**src/rcbl_pkg.sv**
```systemverilog
// Shared constants, register map and helper functions for the RGB color blob locator.
// Depends on nothing; the top level imports it.
`default_nettype none

package rcbl_pkg;

  // Fixed field widths.
  localparam int CFG_DIM_W = 11;
  localparam int COUNT_W   = 21;
  localparam int RANGE_W   = 48;
  localparam int OUT_POS_W = 10;
  localparam int CHAN_W    = 8;

  // Register port.
  localparam int PDATA_W   = 64;
  localparam int PADDR_W   = 6;
  localparam int REG_IDX_W = 3;
  localparam int REG_LSB   = 3;

  // Number of color range registers in the register map.
  localparam int RANGE_REG_COUNT = 3;

  typedef enum logic [REG_IDX_W-1:0] {
    REG_FRAME_WIDTH       = 3'd0,
    REG_FRAME_HEIGHT      = 3'd1,
    REG_MIN_OBJECT_PIXELS = 3'd2,
    REG_BLUE_RANGES       = 3'd3,
    REG_YELLOW_RANGES     = 3'd4,
    REG_ORANGE_RANGES     = 3'd5
  } reg_idx_e;

  localparam logic [CFG_DIM_W-1:0] FRAME_WIDTH_RST  = 11'd640;
  localparam logic [CFG_DIM_W-1:0] FRAME_HEIGHT_RST = 11'd480;
  localparam logic [COUNT_W-1:0]   MIN_PIXELS_RST   = 21'd30;

  localparam logic [RANGE_W-1:0] BLUE_RANGES_RST   = 48'h000A155E30FF;
  localparam logic [RANGE_W-1:0] YELLOW_RANGES_RST = 48'hC8FFB4FF0064;
  localparam logic [RANGE_W-1:0] ORANGE_RANGES_RST = 48'h88FA1B38000A;

  // Reset value of the range register of one color; colors without a register get zero.
  function automatic logic [RANGE_W-1:0] range_reset(input int color);
    logic [RANGE_W-1:0] value;
    case (color)
      0:       value = BLUE_RANGES_RST;
      1:       value = YELLOW_RANGES_RST;
      2:       value = ORANGE_RANGES_RST;
      default: value = '0;
    endcase
    return value;
  endfunction

  // True when every channel lies within its inclusive min/max pair.
  // The pairs are packed rmin,rmax,gmin,gmax,bmin,bmax from high to low.
  function automatic logic pixel_in_box(input logic [RANGE_W-1:0] rg,
                                        input logic [CHAN_W-1:0] r,
                                        input logic [CHAN_W-1:0] g,
                                        input logic [CHAN_W-1:0] b);
    logic r_ok;
    logic g_ok;
    logic b_ok;
    r_ok = (r >= rg[47:40]) && (r <= rg[39:32]);
    g_ok = (g >= rg[31:24]) && (g <= rg[23:16]);
    b_ok = (b >= rg[15:8])  && (b <= rg[7:0]);
    return r_ok && g_ok && b_ok;
  endfunction

endpackage

`default_nettype wire

```
**src/rgb_color_blob_locator.sv**
```systemverilog
// RGB color blob locator: per-color threshold match, pixel count and bounding box per frame.
// Depends on rcbl_pkg for the register map, fixed widths and the range compare.
//
// Usage:
//   Pixels enter in raster order on the input channel (in_valid_i, in_stall_o, red_i, green_i,
//   blue_i), one transaction per pixel. The block tracks the column and row of each pixel
//   against the effective frame size, where a size of zero acts as one and a size above
//   MAX_DIMENSION acts as MAX_DIMENSION.
//   After the last pixel of a frame the output channel (out_valid_o, out_stall_i and the
//   result fields) carries COLOR_COUNT transactions, one per color in color order, the final
//   one flagged by last_result_o.
//   Throughput is one pixel per cycle while the input does not stall. The last pixel of a frame
//   passes the input register and the result bank before the first result is loaded into the
//   output register, and results then follow one per cycle while the receiver takes them.
//   A finished frame is copied into a result bank, so the next frame streams in while the
//   results drain. The input stalls only when a frame's last pixel arrives while the bank still
//   holds or is about to take the previous frame, which for frames of at least COLOR_COUNT + 2
//   pixels never happens unless the output receiver stalls.
//   When the receiver stalls, the current result holds and the bank waits behind it.
//   Reset clears the position counters, the accumulators and the channel state, and loads
//   the register defaults. Registers are written over the APB-style port, 8 bytes apart.
`default_nettype none

module rgb_color_blob_locator #(
  parameter int MAX_DIMENSION = 1024,
  parameter int COLOR_COUNT   = 3
) (
  input  logic                                   clk_i,
  input  logic                                   rst_ni,
  // Register port.
  input  logic                                   psel,
  input  logic                                   penable,
  input  logic                                   pwrite,
  input  logic [rcbl_pkg::PADDR_W-1:0]           paddr,
  input  logic [rcbl_pkg::PDATA_W-1:0]           pwdata,
  output logic [rcbl_pkg::PDATA_W-1:0]           prdata,
  output logic                                   pready,
  // Pixel input channel.
  input  logic                                   in_valid_i,
  output logic                                   in_stall_o,
  input  logic [rcbl_pkg::CHAN_W-1:0]            red_i,
  input  logic [rcbl_pkg::CHAN_W-1:0]            green_i,
  input  logic [rcbl_pkg::CHAN_W-1:0]            blue_i,
  // Result output channel.
  output logic                                   out_valid_o,
  input  logic                                   out_stall_i,
  output logic [1:0]                             color_index_o,
  output logic                                   object_found_o,
  output logic [rcbl_pkg::OUT_POS_W-1:0]         center_col_o,
  output logic [rcbl_pkg::OUT_POS_W-1:0]         center_row_o,
  output logic signed [rcbl_pkg::OUT_POS_W-1:0]  radius_o,
  output logic [rcbl_pkg::COUNT_W-1:0]           pixel_count_o,
  output logic                                   last_result_o
);

  import rcbl_pkg::*;

  // Positions run up to MAX_DIMENSION - 1; size compares need room for MAX_DIMENSION itself.
  localparam int POS_W = (MAX_DIMENSION > 2) ? $clog2(MAX_DIMENSION) : 1;
  localparam int DIM_W = $clog2(MAX_DIMENSION + 1);
  localparam int CMP_W = (DIM_W > CFG_DIM_W) ? DIM_W : CFG_DIM_W;
  localparam int IDX_W = (COLOR_COUNT > 1) ? $clog2(COLOR_COUNT) : 1;

  localparam logic [CMP_W-1:0] MaxDim   = CMP_W'(MAX_DIMENSION);
  localparam logic [IDX_W-1:0] LastIdx  = IDX_W'(COLOR_COUNT - 1);
  localparam logic [POS_W-1:0] PosOnes  = '1;
  localparam logic [COUNT_W-1:0] CntMax = '1;

  // ---------------------------------------------------------------------------------------
  // Configuration registers
  // ---------------------------------------------------------------------------------------
  logic [CFG_DIM_W-1:0] frame_width_q;
  logic [CFG_DIM_W-1:0] frame_height_q;
  logic [COUNT_W-1:0]   min_pixels_q;
  logic [RANGE_W-1:0]   range_q [COLOR_COUNT];

  logic                 cfg_wr;
  logic [REG_IDX_W-1:0] cfg_idx;

  assign pready  = 1'b1;
  assign cfg_wr  = psel && penable && pwrite;
  assign cfg_idx = paddr[REG_LSB +: REG_IDX_W];

  always_ff @(posedge clk_i or negedge rst_ni) begin
    if (!rst_ni) begin
      frame_width_q  <= FRAME_WIDTH_RST;
      frame_height_q <= FRAME_HEIGHT_RST;
      min_pixels_q   <= MIN_PIXELS_RST;
    end else if (cfg_wr) begin
      unique case (cfg_idx)
        REG_FRAME_WIDTH:       frame_width_q  <= pwdata[CFG_DIM_W-1:0];
        REG_FRAME_HEIGHT:      frame_height_q <= pwdata[CFG_DIM_W-1:0];
        REG_MIN_OBJECT_PIXELS: min_pixels_q   <= pwdata[COUNT_W-1:0];
        default: ;
      endcase
    end
  end

  // Only the first RANGE_REG_COUNT colors have a writable range; any further color keeps zero.
  always_ff @(posedge clk_i or negedge rst_ni) begin
    if (!rst_ni) begin
      for (int c = 0; c < COLOR_COUNT; c++) begin
        range_q[c] <= range_reset(c);
      end
    end else begin
      for (int c = 0; c < COLOR_COUNT; c++) begin
        if (cfg_wr && (c < RANGE_REG_COUNT) &&
            (cfg_idx == REG_IDX_W'(int'(REG_BLUE_RANGES) + c))) begin
          range_q[c] <= pwdata[RANGE_W-1:0];
        end
      end
    end
  end

  always_comb begin
    prdata = '0;
    unique case (cfg_idx)
      REG_FRAME_WIDTH:       prdata = PDATA_W'(frame_width_q);
      REG_FRAME_HEIGHT:      prdata = PDATA_W'(frame_height_q);
      REG_MIN_OBJECT_PIXELS: prdata = PDATA_W'(min_pixels_q);
      default: begin
        for (int c = 0; c < COLOR_COUNT; c++) begin
          if ((c < RANGE_REG_COUNT) && (cfg_idx == REG_IDX_W'(int'(REG_BLUE_RANGES) + c))) begin
            prdata = PDATA_W'(range_q[c]);
          end
        end
      end
    endcase
  end

  // ---------------------------------------------------------------------------------------
  // Raster position and frame end detection
  // ---------------------------------------------------------------------------------------
  logic [CMP_W-1:0] width_eff;
  logic [CMP_W-1:0] height_eff;
  logic [POS_W-1:0] col_q, row_q;
  logic             col_end, row_end, frame_end;
  logic             in_accept;

  always_comb begin
    if (frame_width_q == '0) begin
      width_eff = CMP_W'(1);
    end else if (CMP_W'(frame_width_q) > MaxDim) begin
      width_eff = MaxDim;
    end else begin
      width_eff = CMP_W'(frame_width_q);
    end
    if (frame_height_q == '0) begin
      height_eff = CMP_W'(1);
    end else if (CMP_W'(frame_height_q) > MaxDim) begin
      height_eff = MaxDim;
    end else begin
      height_eff = CMP_W'(frame_height_q);
    end
  end

  // A shrunk size mid-frame still ends the row or frame, since the compare is at-or-beyond.
  assign col_end   = (CMP_W'(col_q) + CMP_W'(1)) >= width_eff;
  assign row_end   = (CMP_W'(row_q) + CMP_W'(1)) >= height_eff;
  assign frame_end = col_end && row_end;

  // ---------------------------------------------------------------------------------------
  // Input register
  // ---------------------------------------------------------------------------------------
  logic              s1_valid_q;
  logic              s1_eof_q;
  logic [CHAN_W-1:0] s1_red_q, s1_green_q, s1_blue_q;
  logic [POS_W-1:0]  s1_col_q, s1_row_q;
  logic              bank_busy_q;

  // A frame's last pixel waits while the result bank is still occupied or about to be.
  assign in_stall_o = frame_end && (bank_busy_q || (s1_valid_q && s1_eof_q));
  assign in_accept  = in_valid_i && !in_stall_o;

  always_ff @(posedge clk_i or negedge rst_ni) begin
    if (!rst_ni) begin
      col_q      <= '0;
      row_q      <= '0;
      s1_valid_q <= 1'b0;
      s1_eof_q   <= 1'b0;
    end else begin
      s1_valid_q <= in_accept;
      s1_eof_q   <= in_accept && frame_end;
      if (in_accept) begin
        if (!col_end) begin
          col_q <= col_q + POS_W'(1);
        end else if (!row_end) begin
          col_q <= '0;
          row_q <= row_q + POS_W'(1);
        end else begin
          col_q <= '0;
          row_q <= '0;
        end
      end
    end
  end

  always_ff @(posedge clk_i) begin
    if (in_accept) begin
      s1_red_q   <= red_i;
      s1_green_q <= green_i;
      s1_blue_q  <= blue_i;
      s1_col_q   <= col_q;
      s1_row_q   <= row_q;
    end
  end

  // ---------------------------------------------------------------------------------------
  // Per-color accumulators
  // ---------------------------------------------------------------------------------------
  logic [COUNT_W-1:0] acc_cnt_q  [COLOR_COUNT];
  logic [POS_W-1:0]   acc_rmin_q [COLOR_COUNT];
  logic [POS_W-1:0]   acc_rmax_q [COLOR_COUNT];
  logic [POS_W-1:0]   acc_cmin_q [COLOR_COUNT];
  logic [POS_W-1:0]   acc_cmax_q [COLOR_COUNT];

  logic [COUNT_W-1:0] nxt_cnt  [COLOR_COUNT];
  logic [POS_W-1:0]   nxt_rmin [COLOR_COUNT];
  logic [POS_W-1:0]   nxt_rmax [COLOR_COUNT];
  logic [POS_W-1:0]   nxt_cmin [COLOR_COUNT];
  logic [POS_W-1:0]   nxt_cmax [COLOR_COUNT];

  always_comb begin
    for (int c = 0; c < COLOR_COUNT; c++) begin
      nxt_cnt[c]  = acc_cnt_q[c];
      nxt_rmin[c] = acc_rmin_q[c];
      nxt_rmax[c] = acc_rmax_q[c];
      nxt_cmin[c] = acc_cmin_q[c];
      nxt_cmax[c] = acc_cmax_q[c];
      if (pixel_in_box(range_q[c], s1_red_q, s1_green_q, s1_blue_q)) begin
        if (acc_cnt_q[c] != CntMax) begin
          nxt_cnt[c] = acc_cnt_q[c] + COUNT_W'(1);
        end
        if (s1_row_q < acc_rmin_q[c]) nxt_rmin[c] = s1_row_q;
        if (s1_row_q > acc_rmax_q[c]) nxt_rmax[c] = s1_row_q;
        if (s1_col_q < acc_cmin_q[c]) nxt_cmin[c] = s1_col_q;
        if (s1_col_q > acc_cmax_q[c]) nxt_cmax[c] = s1_col_q;
      end
    end
  end

  always_ff @(posedge clk_i or negedge rst_ni) begin
    if (!rst_ni) begin
      for (int c = 0; c < COLOR_COUNT; c++) begin
        acc_cnt_q[c]  <= '0;
        acc_rmin_q[c] <= PosOnes;
        acc_rmax_q[c] <= '0;
        acc_cmin_q[c] <= PosOnes;
        acc_cmax_q[c] <= '0;
      end
    end else if (s1_valid_q) begin
      for (int c = 0; c < COLOR_COUNT; c++) begin
        if (s1_eof_q) begin
          // The frame is complete: its totals go to the bank and the next frame starts clean.
          acc_cnt_q[c]  <= '0;
          acc_rmin_q[c] <= PosOnes;
          acc_rmax_q[c] <= '0;
          acc_cmin_q[c] <= PosOnes;
          acc_cmax_q[c] <= '0;
        end else begin
          acc_cnt_q[c]  <= nxt_cnt[c];
          acc_rmin_q[c] <= nxt_rmin[c];
          acc_rmax_q[c] <= nxt_rmax[c];
          acc_cmin_q[c] <= nxt_cmin[c];
          acc_cmax_q[c] <= nxt_cmax[c];
        end
      end
    end
  end

  // ---------------------------------------------------------------------------------------
  // Result bank: holds one finished frame while its results drain
  // ---------------------------------------------------------------------------------------
  logic [COUNT_W-1:0] bank_cnt_q  [COLOR_COUNT];
  logic [POS_W-1:0]   bank_rmin_q [COLOR_COUNT];
  logic [POS_W-1:0]   bank_rmax_q [COLOR_COUNT];
  logic [POS_W-1:0]   bank_cmin_q [COLOR_COUNT];
  logic [POS_W-1:0]   bank_cmax_q [COLOR_COUNT];
  logic [IDX_W-1:0]   idx_q;
  logic               out_load;

  always_ff @(posedge clk_i) begin
    if (s1_valid_q && s1_eof_q) begin
      for (int c = 0; c < COLOR_COUNT; c++) begin
        bank_cnt_q[c]  <= nxt_cnt[c];
        bank_rmin_q[c] <= nxt_rmin[c];
        bank_rmax_q[c] <= nxt_rmax[c];
        bank_cmin_q[c] <= nxt_cmin[c];
        bank_cmax_q[c] <= nxt_cmax[c];
      end
    end
  end

  // ---------------------------------------------------------------------------------------
  // Result computation for the color the bank is pointing at
  // ---------------------------------------------------------------------------------------
  logic [COUNT_W-1:0] sel_cnt;
  logic [POS_W-1:0]   sel_rmin, sel_rmax, sel_cmin, sel_cmax;
  logic [POS_W-1:0]   half_col, half_row, half_max;
  logic               found;

  always_comb begin
    sel_cnt  = bank_cnt_q[0];
    sel_rmin = bank_rmin_q[0];
    sel_rmax = bank_rmax_q[0];
    sel_cmin = bank_cmin_q[0];
    sel_cmax = bank_cmax_q[0];
    for (int c = 1; c < COLOR_COUNT; c++) begin
      if (idx_q == IDX_W'(c)) begin
        sel_cnt  = bank_cnt_q[c];
        sel_rmin = bank_rmin_q[c];
        sel_rmax = bank_rmax_q[c];
        sel_cmin = bank_cmin_q[c];
        sel_cmax = bank_cmax_q[c];
      end
    end
  end

  // A found object has at least one match, so its box is never empty.
  assign found    = sel_cnt > min_pixels_q;
  assign half_col = (sel_cmax - sel_cmin) >> 1;
  assign half_row = (sel_rmax - sel_rmin) >> 1;
  assign half_max = (half_row > half_col) ? half_row : half_col;

  // ---------------------------------------------------------------------------------------
  // Output register
  // ---------------------------------------------------------------------------------------
  assign out_load = bank_busy_q && (!out_valid_o || !out_stall_i);

  always_ff @(posedge clk_i or negedge rst_ni) begin
    if (!rst_ni) begin
      out_valid_o <= 1'b0;
      bank_busy_q <= 1'b0;
      idx_q       <= '0;
    end else begin
      if (out_load) begin
        out_valid_o <= 1'b1;
        if (idx_q == LastIdx) begin
          idx_q       <= '0;
          bank_busy_q <= 1'b0;
        end else begin
          idx_q <= idx_q + IDX_W'(1);
        end
      end else if (!out_stall_i) begin
        out_valid_o <= 1'b0;
      end
      // The bank is always empty by the time a finished frame reaches it.
      if (s1_valid_q && s1_eof_q) begin
        bank_busy_q <= 1'b1;
      end
    end
  end

  always_ff @(posedge clk_i) begin
    if (out_load) begin
      color_index_o  <= 2'(idx_q);
      object_found_o <= found;
      pixel_count_o  <= sel_cnt;
      last_result_o  <= (idx_q == LastIdx);
      if (found) begin
        center_col_o <= OUT_POS_W'(sel_cmin + half_col);
        center_row_o <= OUT_POS_W'(sel_rmin + half_row);
        radius_o     <= OUT_POS_W'(half_max);
      end else begin
        center_col_o <= '0;
        center_row_o <= '0;
        radius_o     <= '1;
      end
    end
  end

  // ---------------------------------------------------------------------------------------
  // Assertions
  // ---------------------------------------------------------------------------------------
  a_bank_free_at_eof: assert property (@(posedge clk_i) disable iff (!rst_ni)
    (s1_valid_q && s1_eof_q) |-> !bank_busy_q)
    else $error("finished frame reached an occupied result bank");

  a_bank_fills: assert property (@(posedge clk_i) disable iff (!rst_ni)
    (s1_valid_q && s1_eof_q) |=> (bank_busy_q && (idx_q == '0)))
    else $error("result bank did not take the finished frame");

  a_idx_idle_zero: assert property (@(posedge clk_i) disable iff (!rst_ni)
    !bank_busy_q |-> (idx_q == '0))
    else $error("result index not rewound with an empty bank");

  a_last_then_empty: assert property (@(posedge clk_i) disable iff (!rst_ni)
    (out_load && (idx_q == LastIdx)) |=> (last_result_o && out_valid_o))
    else $error("final result of a frame not flagged");

  a_box_ordered: assert property (@(posedge clk_i) disable iff (!rst_ni)
    (acc_cnt_q[0] != '0) |-> ((acc_rmin_q[0] <= acc_rmax_q[0]) &&
                              (acc_cmin_q[0] <= acc_cmax_q[0])))
    else $error("bounding box inverted although pixels matched");

endmodule

`default_nettype wire
```
**config.mk**
```make
export PLATFORM = sky130hd
export DESIGN_NAME = rgb_color_blob_locator
export DESIGN_NICKNAME = d
export VERILOG_FILES = /design/src/rcbl_pkg.sv /design/src/rgb_color_blob_locator.sv
export SDC_FILE = /design/constraint.sdc
export NUM_CORES = 2
export LEC_CHECK = 0
export BUFFER_PORTS_ARGS = -buffer_cell sky130_fd_sc_hd__buf_2
export CAP_MARGIN = 10
export CELL_PAD_IN_SITES_DETAIL_PLACEMENT = 2
export CELL_PAD_IN_SITES_GLOBAL_PLACEMENT = 2
export CORE_AREA = 2 2 312 314
export DETAILED_ROUTE_END_ITERATION = 12
export DIE_AREA = 0 0 314 316
export PLACE_DENSITY_LB_ADDON = 0.1
export SETUP_SLACK_MARGIN = 0.05
export SKIP_LAST_GASP = 1
export SLEW_MARGIN = 25
export SYNTH_ARGS = -nofsm -noshare
export SYNTH_HDL_FRONTEND = slang
export SYNTH_SLANG_ARGS = --single-unit
export TNS_END_PERCENT = 30
```
**constraint.sdc**
```tcl
create_clock -name clk_i -period 8.9 [get_ports clk_i]
set_input_delay 1.78 -clock clk_i [delete_from_list [all_inputs] [get_ports clk_i]]
set_output_delay 1.78 -clock clk_i [all_outputs]
set_load 0.02 [all_outputs]
```
# After elaboration in Yosys (flattened, before gate mapping)
# Memories as Yosys holds them, arrays and structs flattened.
# Cells that the tools add are included.
[totals] elab_cells=219 ff_bits=495 ram_bits=183 memories=5 input_bits=101 out_inout_bits=122
[memory_table] name="bank_cnt_q" words=3 word_bits=21 read_ports=3 rd_ports_with_merged_regs=0 wr=3 line="rgb_color_blob_locator.sv:274" text="logic [COUNT_W-1:0] bank_cnt_q [COLOR_COUNT];"
[memory_table] name="bank_cmax_q" words=3 word_bits=10 read_ports=3 rd_ports_with_merged_regs=0 wr=3 line="rgb_color_blob_locator.sv:278" text="logic [POS_W-1:0] bank_cmax_q [COLOR_COUNT];"
[memory_table] name="bank_cmin_q" words=3 word_bits=10 read_ports=3 rd_ports_with_merged_regs=0 wr=3 line="rgb_color_blob_locator.sv:277" text="logic [POS_W-1:0] bank_cmin_q [COLOR_COUNT];"
[memory_table] name="bank_rmax_q" words=3 word_bits=10 read_ports=3 rd_ports_with_merged_regs=0 wr=3 line="rgb_color_blob_locator.sv:276" text="logic [POS_W-1:0] bank_rmax_q [COLOR_COUNT];"
[memory_table] name="bank_rmin_q" words=3 word_bits=10 read_ports=3 rd_ports_with_merged_regs=0 wr=3 line="rgb_color_blob_locator.sv:275" text="logic [POS_W-1:0] bank_rmin_q [COLOR_COUNT];"
[classes] eq_ne=11 magnitude_cmp=36 n_mux=74 reduce_logical=41 add_sub_neg=12
[op_table] cell="two-way mux 10 bit" n=46
[op_table] cell="two-way mux 21 bit" n=11
[op_table] cell="one-hot mux 64 bit (3 select lines)" n=1
[op_table] cell="two-way mux 64 bit" n=2
[op_table] cell=">= comparator 8 bit" n=9
[op_table] cell="<= comparator 8 bit" n=9
[op_table] cell="adder 21 x 1 -> 21 bit, second input constant" n=3
[op_table] cell="inequality test 21 bit, second input constant" n=3
[op_table] cell="greater-than comparator 10 bit" n=6
[op_table] cell="< comparator 10 bit" n=6
[op_table] cell="two-way mux 48 bit" n=1
[op_table] cell="two-way mux 11 bit" n=4
[op_table] cell="logical AND 1 bit" n=26
[op_table] cell="adder 10 x 1 -> 11 bit, second input constant" n=2
[op_table] cell=">= comparator 11 bit" n=2
[op_table] cell="greater-than comparator 11 bit, second input constant" n=2
[op_table] cell="logical NOT 11 bit" n=2
[op_table] cell="greater-than comparator 21 bit" n=1
[op_table] cell="adder 10 x 1 -> 10 bit, second input constant" n=2
[op_table] cell="adder 10 x 9 -> 10 bit" n=2
[op_table] cell="subtractor 10 bit" n=2
[op_table] cell="AND reduction 2 bit" n=5
[op_table] cell="greater-than comparator 9 bit" n=1
[op_table] cell="two-way mux 9 bit" n=1
[op_table] cell="13 further kinds" n=25

# Longest topological paths before layout
[depth] ltp_word=9 mapped_depth=25 mapped_depth_nobuf=22

# Worst setup path before layout
# No wires, ideal clock.
[synth_timing] path_kind="register to output" startpoint="register s1_eof_q" endpoint="output port in_stall_o" t_required_ps=7120 path_stages_with_launch=6 path_slack_ps=1924 n_path_buf=1 arrival_ps=5196 cell_sequence="dfrtp_1 -> clkbuf_1 -> nand2_1 -> inv_1 -> nor2_1 -> nor3_1"
[synth_via] elab_chain_cells=3
[synth_lines] item="start: declaration" line="rgb_color_blob_locator.sv:166" text="logic s1_eof_q;"
[synth_lines] item="start signal: assignment" line="rgb_color_blob_locator.sv:183" text="s1_eof_q <= in_accept && frame_end;"
[synth_lines] item="logical AND 1 bit" line="rgb_color_blob_locator.sv:172" text="assign in_stall_o = frame_end && (bank_busy_q || (s1_valid_q && s1_eof_q));"
[synth_lines] item="logical OR 1 bit" line="rgb_color_blob_locator.sv:172"
[synth_lines] item="logical AND 1 bit" line="rgb_color_blob_locator.sv:172"
[synth_lines] item="end: declaration" line="rgb_color_blob_locator.sv:40" text="output logic in_stall_o,"
# Every way passes these cells.

# Worst setup path after layout
[layout_timing] startpoint="register frame_width_q[8]" endpoint="output port in_stall_o"
[layout_via] elab_chain_cells=6 elab_cells_between_ends=7 classes_between="order compare (2); mux (2); reduce/logical (3)"
[layout_lines] item="start: declaration" line="rgb_color_blob_locator.sv:72" text="logic [CFG_DIM_W-1:0] frame_width_q;"
[layout_lines] item="start signal: assignment" line="rgb_color_blob_locator.sv:91" text="REG_FRAME_WIDTH: frame_width_q <= pwdata[CFG_DIM_W-1:0];"
[layout_lines] item="greater-than comparator 11 bit" line="rgb_color_blob_locator.sv:143" text="end else if (CMP_W'(frame_width_q) > MaxDim) begin"
[layout_lines] item="two-way mux 11 bit" line="rgb_color_blob_locator.sv:143"
[layout_lines] item="two-way mux 11 bit *" line="rgb_color_blob_locator.sv:141" text="if (frame_width_q == '0) begin"
[layout_lines] item=">= comparator 11 bit *" line="rgb_color_blob_locator.sv:158" text="assign col_end = (CMP_W'(col_q) + CMP_W'(1)) >= width_eff;"
[layout_lines] item="logical AND 1 bit *" line="rgb_color_blob_locator.sv:160" text="assign frame_end = col_end && row_end;"
[layout_lines] item="logical AND 1 bit *" line="rgb_color_blob_locator.sv:172"
# Mark *: on every way between the ends. The rest lies on a longest branch, timed or not.

==> out/metrics.csv <==
stage,metric,value,unit
setup_path,cp_data_arrival_time,4.89,ns
power_and_ir_drop,p_seq_frac,0.303,
die,coreArea,96000,µm²
power_and_ir_drop,internal_power,0.00909,W
final_layout,final_cell_area,44300,µm²
final_layout,drive_above_1_share,0.162,
sta,timing.final.hold_violations,0,
clock_tree,tritoncts,done,
setup_path,slowest_delay,0.84,ns
drt,drtAntennaViolNets,0,
drt,via_per_inst,5.78,
synth,synth_mux_area_frac,0.0460,
sta,hold_slack,0.490,ns
clock_tree,ctsResizeCount,0,
synth,synth.cell_area,39000,µm²
drt,drc_errors,0,
clock_tree,clk_pin_slew,0.06,ns
synth,yosys.area_share.simple,0.113,
setup_path,path_cells,or4_1 > nor4_1 > o21a_1 > ha_1 > nand2b_1 > a21o_1 > a21o_1 > a21o_1 > a21o_1 > a21oi_1 > nor2_1 > o32ai_1 > nor3_1 > buf_2,
synth,ys_seq_area_frac,0.475,
hold_path,hold_path.class,flip-flop to flip-flop,
power_and_ir_drop,p_leak,18.8,nW
clock_tree,cts.sinks,678,
setup_path,crit_top_cell,a21o_1,
placed_design,gp_congestion,0.807,
sta,worst_pin_slew,1.12,ns
placed_design,postPlaceCellArea,41400,µm²
placed_design,io_buffer_count,186,
clock_tree,htreeDepth,3,
setup_path,critPathRequiredTime,7.12,ns
final_layout,nNetsFinal,4425,
setup_path,endpoint_kind,output port,
final_layout,final_cell_mix,"nand2_1 (437), o21ai_0 (397), inv_1 (363)",
global_routing,grt_pass1_vias,33254,
outcome,status,finished clean,
power_and_ir_drop,switching_share,0.412,
global_routing,grt_usage,0.277,
clock_tree,cts_hold_buf,0,
die,rows,114,
clock_tree,post_cts_buffers,0,
synth,synth_ff_type,edfxtp_1,
sta,period_share,0.750,
sta,rsz0062_at_grt,false,
synth,synthDistinctLibCells,95,
synth,synth_compound_area_frac,0.174,
synth,synth_fa_ha_area_frac,0.113,
sta,clock.fmax,150,MHz
drt,drt_wl_total,136000,µm
setup_path,critPathCapture,in_stall_o,
setup_path,r2r_start,idx_q[0],
sta,worst_clock_skew,0.0215,ns
drt,wl_per_cell,25.6,µm
die,initial_core_util,0.407,
global_routing,antenna_found_initial,4,
power_and_ir_drop,p_per_area,349,nW/µm²
run,maxCapViolations,0,
die,num_io_pins,223,
hold_path,min-delay-start,acc_rmax_q[11],
final_layout,area_growth_syn_to_layout,13.4,%
synth,async_flop_share,0.584,
setup_path,cp_slowest_cell,o32ai_1,
global_routing,grt_pass1_wl,209000,µm
setup_path,rrSetupSlack,2.57,ns
setup_path,reg2reg_to,radius_o[3],
drt,dr.pass1.iters,5,
power_and_ir_drop,switchingPower,0.00636,W
die,dieArea,99200,µm²
synth,synthCells,3821,
synth,syn_area_per_cell,10.2,µm²
sta,fin_setup_tns,0,ns
synth,synth_xor_area_frac,0.0224,
global_routing,overflow,0,
setup_path,critPathLaunch,frame_width_q[8],
synth,synth_edf_count,282,
sta,maxSlewViolCount,0,
synth,synth_seq_cells,678,
setup_path,critPathLaunchType,flip-flop,
global_routing,grt_max_degree,123,
clock_tree,root_buffer,clkbuf_16,
sta,finalSetupViolCount,0,
clock_tree,numCtsBuffers,83,
drt,drt_iter0_drc,1822,
placed_design,hpwl,95600,µm
power_and_ir_drop,max-vdd-ir-drop,0.000278,V
sta,period_minus_slack,6.67,ns
synth,yosys_warnings,0,
power_and_ir_drop,comb_power_share,0.471,
synth,synth_top_family_by_area,compound AO/OA/AOI/OAI gates,
clock_tree,worstSkewPairLatency,0.67,ns
setup_path,rr_worst_depth,22,
clock_tree,clockBufferDepth,3,
setup_path,path_class,flip-flop to output port,
sta,slew_headroom,0.248,
setup_path,crit_fanout,5,
drt,vias,30766,
power_and_ir_drop,clockPowerShare,0.227,
power_and_ir_drop,p_total,0.0155,W
die,die_y,316,µm
final_layout,mostFrequentLayoutCell,nand2_1,
die,die-width,314,µm
critical path, delay by kind of cell (launching register included):
| family | cells | cell delay, ns |
|---|---|---|
| simple gates | 5 | 1.44 |
| buf+inv | 1 | 0.27 |
| flops | 1 | 0.43 |
| compound gates | 7 | 1.86 |
| fa+ha+maj | 1 | 0.23 |
power groups by stage:
stage	Combinational, W	Clock, W	Sequential (W)
after floorplan	0.00488	0	0.00473
final	0.00727	0.00351	0.00467
after global placement	0.00691	0	0.00468
after global routing	0.00813	0.00369	0.00474
after CTS	0.00735	0.00359	0.00468
after detailed placement	0.00727	0	0.00472
cells in the mapped netlist (all sizes together) (33+ instances only):
| library cell | number | share of area |
|---|---|---|
| nand4 | 44 | 0.0070 |
| o21a | 47 | 0.0090 |
| dfrtp | 263 | 0.17 |
| ha | 346 | 0.11 |
| o32a | 47 | 0.012 |
| mux2 | 72 | 0.021 |
| nand3 | 51 | 0.0065 |
| o21ai | 403 | 0.052 |
| a21o | 98 | 0.019 |
| a21oi | 89 | 0.012 |
| dfstp | 133 | 0.089 |
| clkbuf | 154 | 0.015 |
| o22ai | 63 | 0.010 |
| nand2 | 438 | 0.042 |
| buf | 43 | 0.0064 |
| edfxtp | 282 | 0.22 |
| xnor2 | 67 | 0.015 |
| nor2 | 203 | 0.020 |
| nor3 | 33 | 0.0046 |
| inv | 368 | 0.035 |
| mux2i | 85 | 0.022 |
metrics by stage:
| stage | utilization | cells | setup WS, ns |
|---|---|---|---|
| 6_report | 0.461 | 5325 | 2.23 |
| 5_1_grt | 0.461 | 5321 | 2.02 |
| 4_1_cts | 0.461 | 5319 | 2.30 |
| 3_5_place_dp | 0.432 | 5163 | 2.50 |
| 3_3_place_gp | 0.432 | 5163 | 2.77 |
| 2_1_floorplan | - | 3836 | 1.92 |
metal layers:
| layer | routed length (µm) | up-vias | track usage |
|---|---|---|---|
| li1 | - | 14016 | - |
| met1 | 62200 | 16052 | 0.374 |
| met2 | 65900 | 500 | 0.467 |
| met3 | 4290 | 198 | 0.0307 |
| met4 | 3970 | 0 | 0.0856 |
| met5 | 0 | - | 0 |
worst min path at each step:
stage	endpoint	cells past startpoint	slack, ns
4_1_cts	acc_rmax_q[2]	1	0.49
3_3_place_gp	acc_rmax_q[27]	1	0.47
2_1_floorplan	acc_rmax_q[11]	1	0.46
3_5_place_dp	acc_rmax_q[12]	1	0.47
6_report	acc_rmax_q[11]	1	0.49
5_1_grt	acc_rmax_q[24]	1	0.50
cells by family (layout without fill, tap and decap cells):
logic type	after synthesis	after routing
AO/OA/AOI/OAI	1011	1011
XOR/XNOR	99	99
adder cells (fa/ha/maj)	350	350
buffers and inverters	565	774
flip-flops	678	678
multiplexers	163	163
other	2	21
AND/OR/NAND/NOR	953	953
state kept, by name, indices dropped and copies added, names as in the netlist, 21 cells and up:
signal / flops
bank_cnt_q: 63
acc_cnt_q: 63
pixel_count_o: 21
bank_cmax_q: 30
acc_rmin_q: 30
bank_rmax_q: 30
acc_cmax_q: 30
acc_rmax_q: 30
acc_cmin_q: 30
min_pixels_q: 21
bank_cmin_q: 30
bank_rmin_q: 30
range_q: 144
layout make-up:
cell class                      instances  area, µm²
Clock inverter                         28        313
Antenna cell                            4       10.0
Sequential cell                       678      18500
Inverter                              368       1390
Timing Repair Buffer                  250       1480
Tap cell                             1276       1600
Clock buffer                          128       2470
Multi-Input combinational cell       2593      18500
Fill cell                            9985      51700
Power figures use the tool's default switching activity.
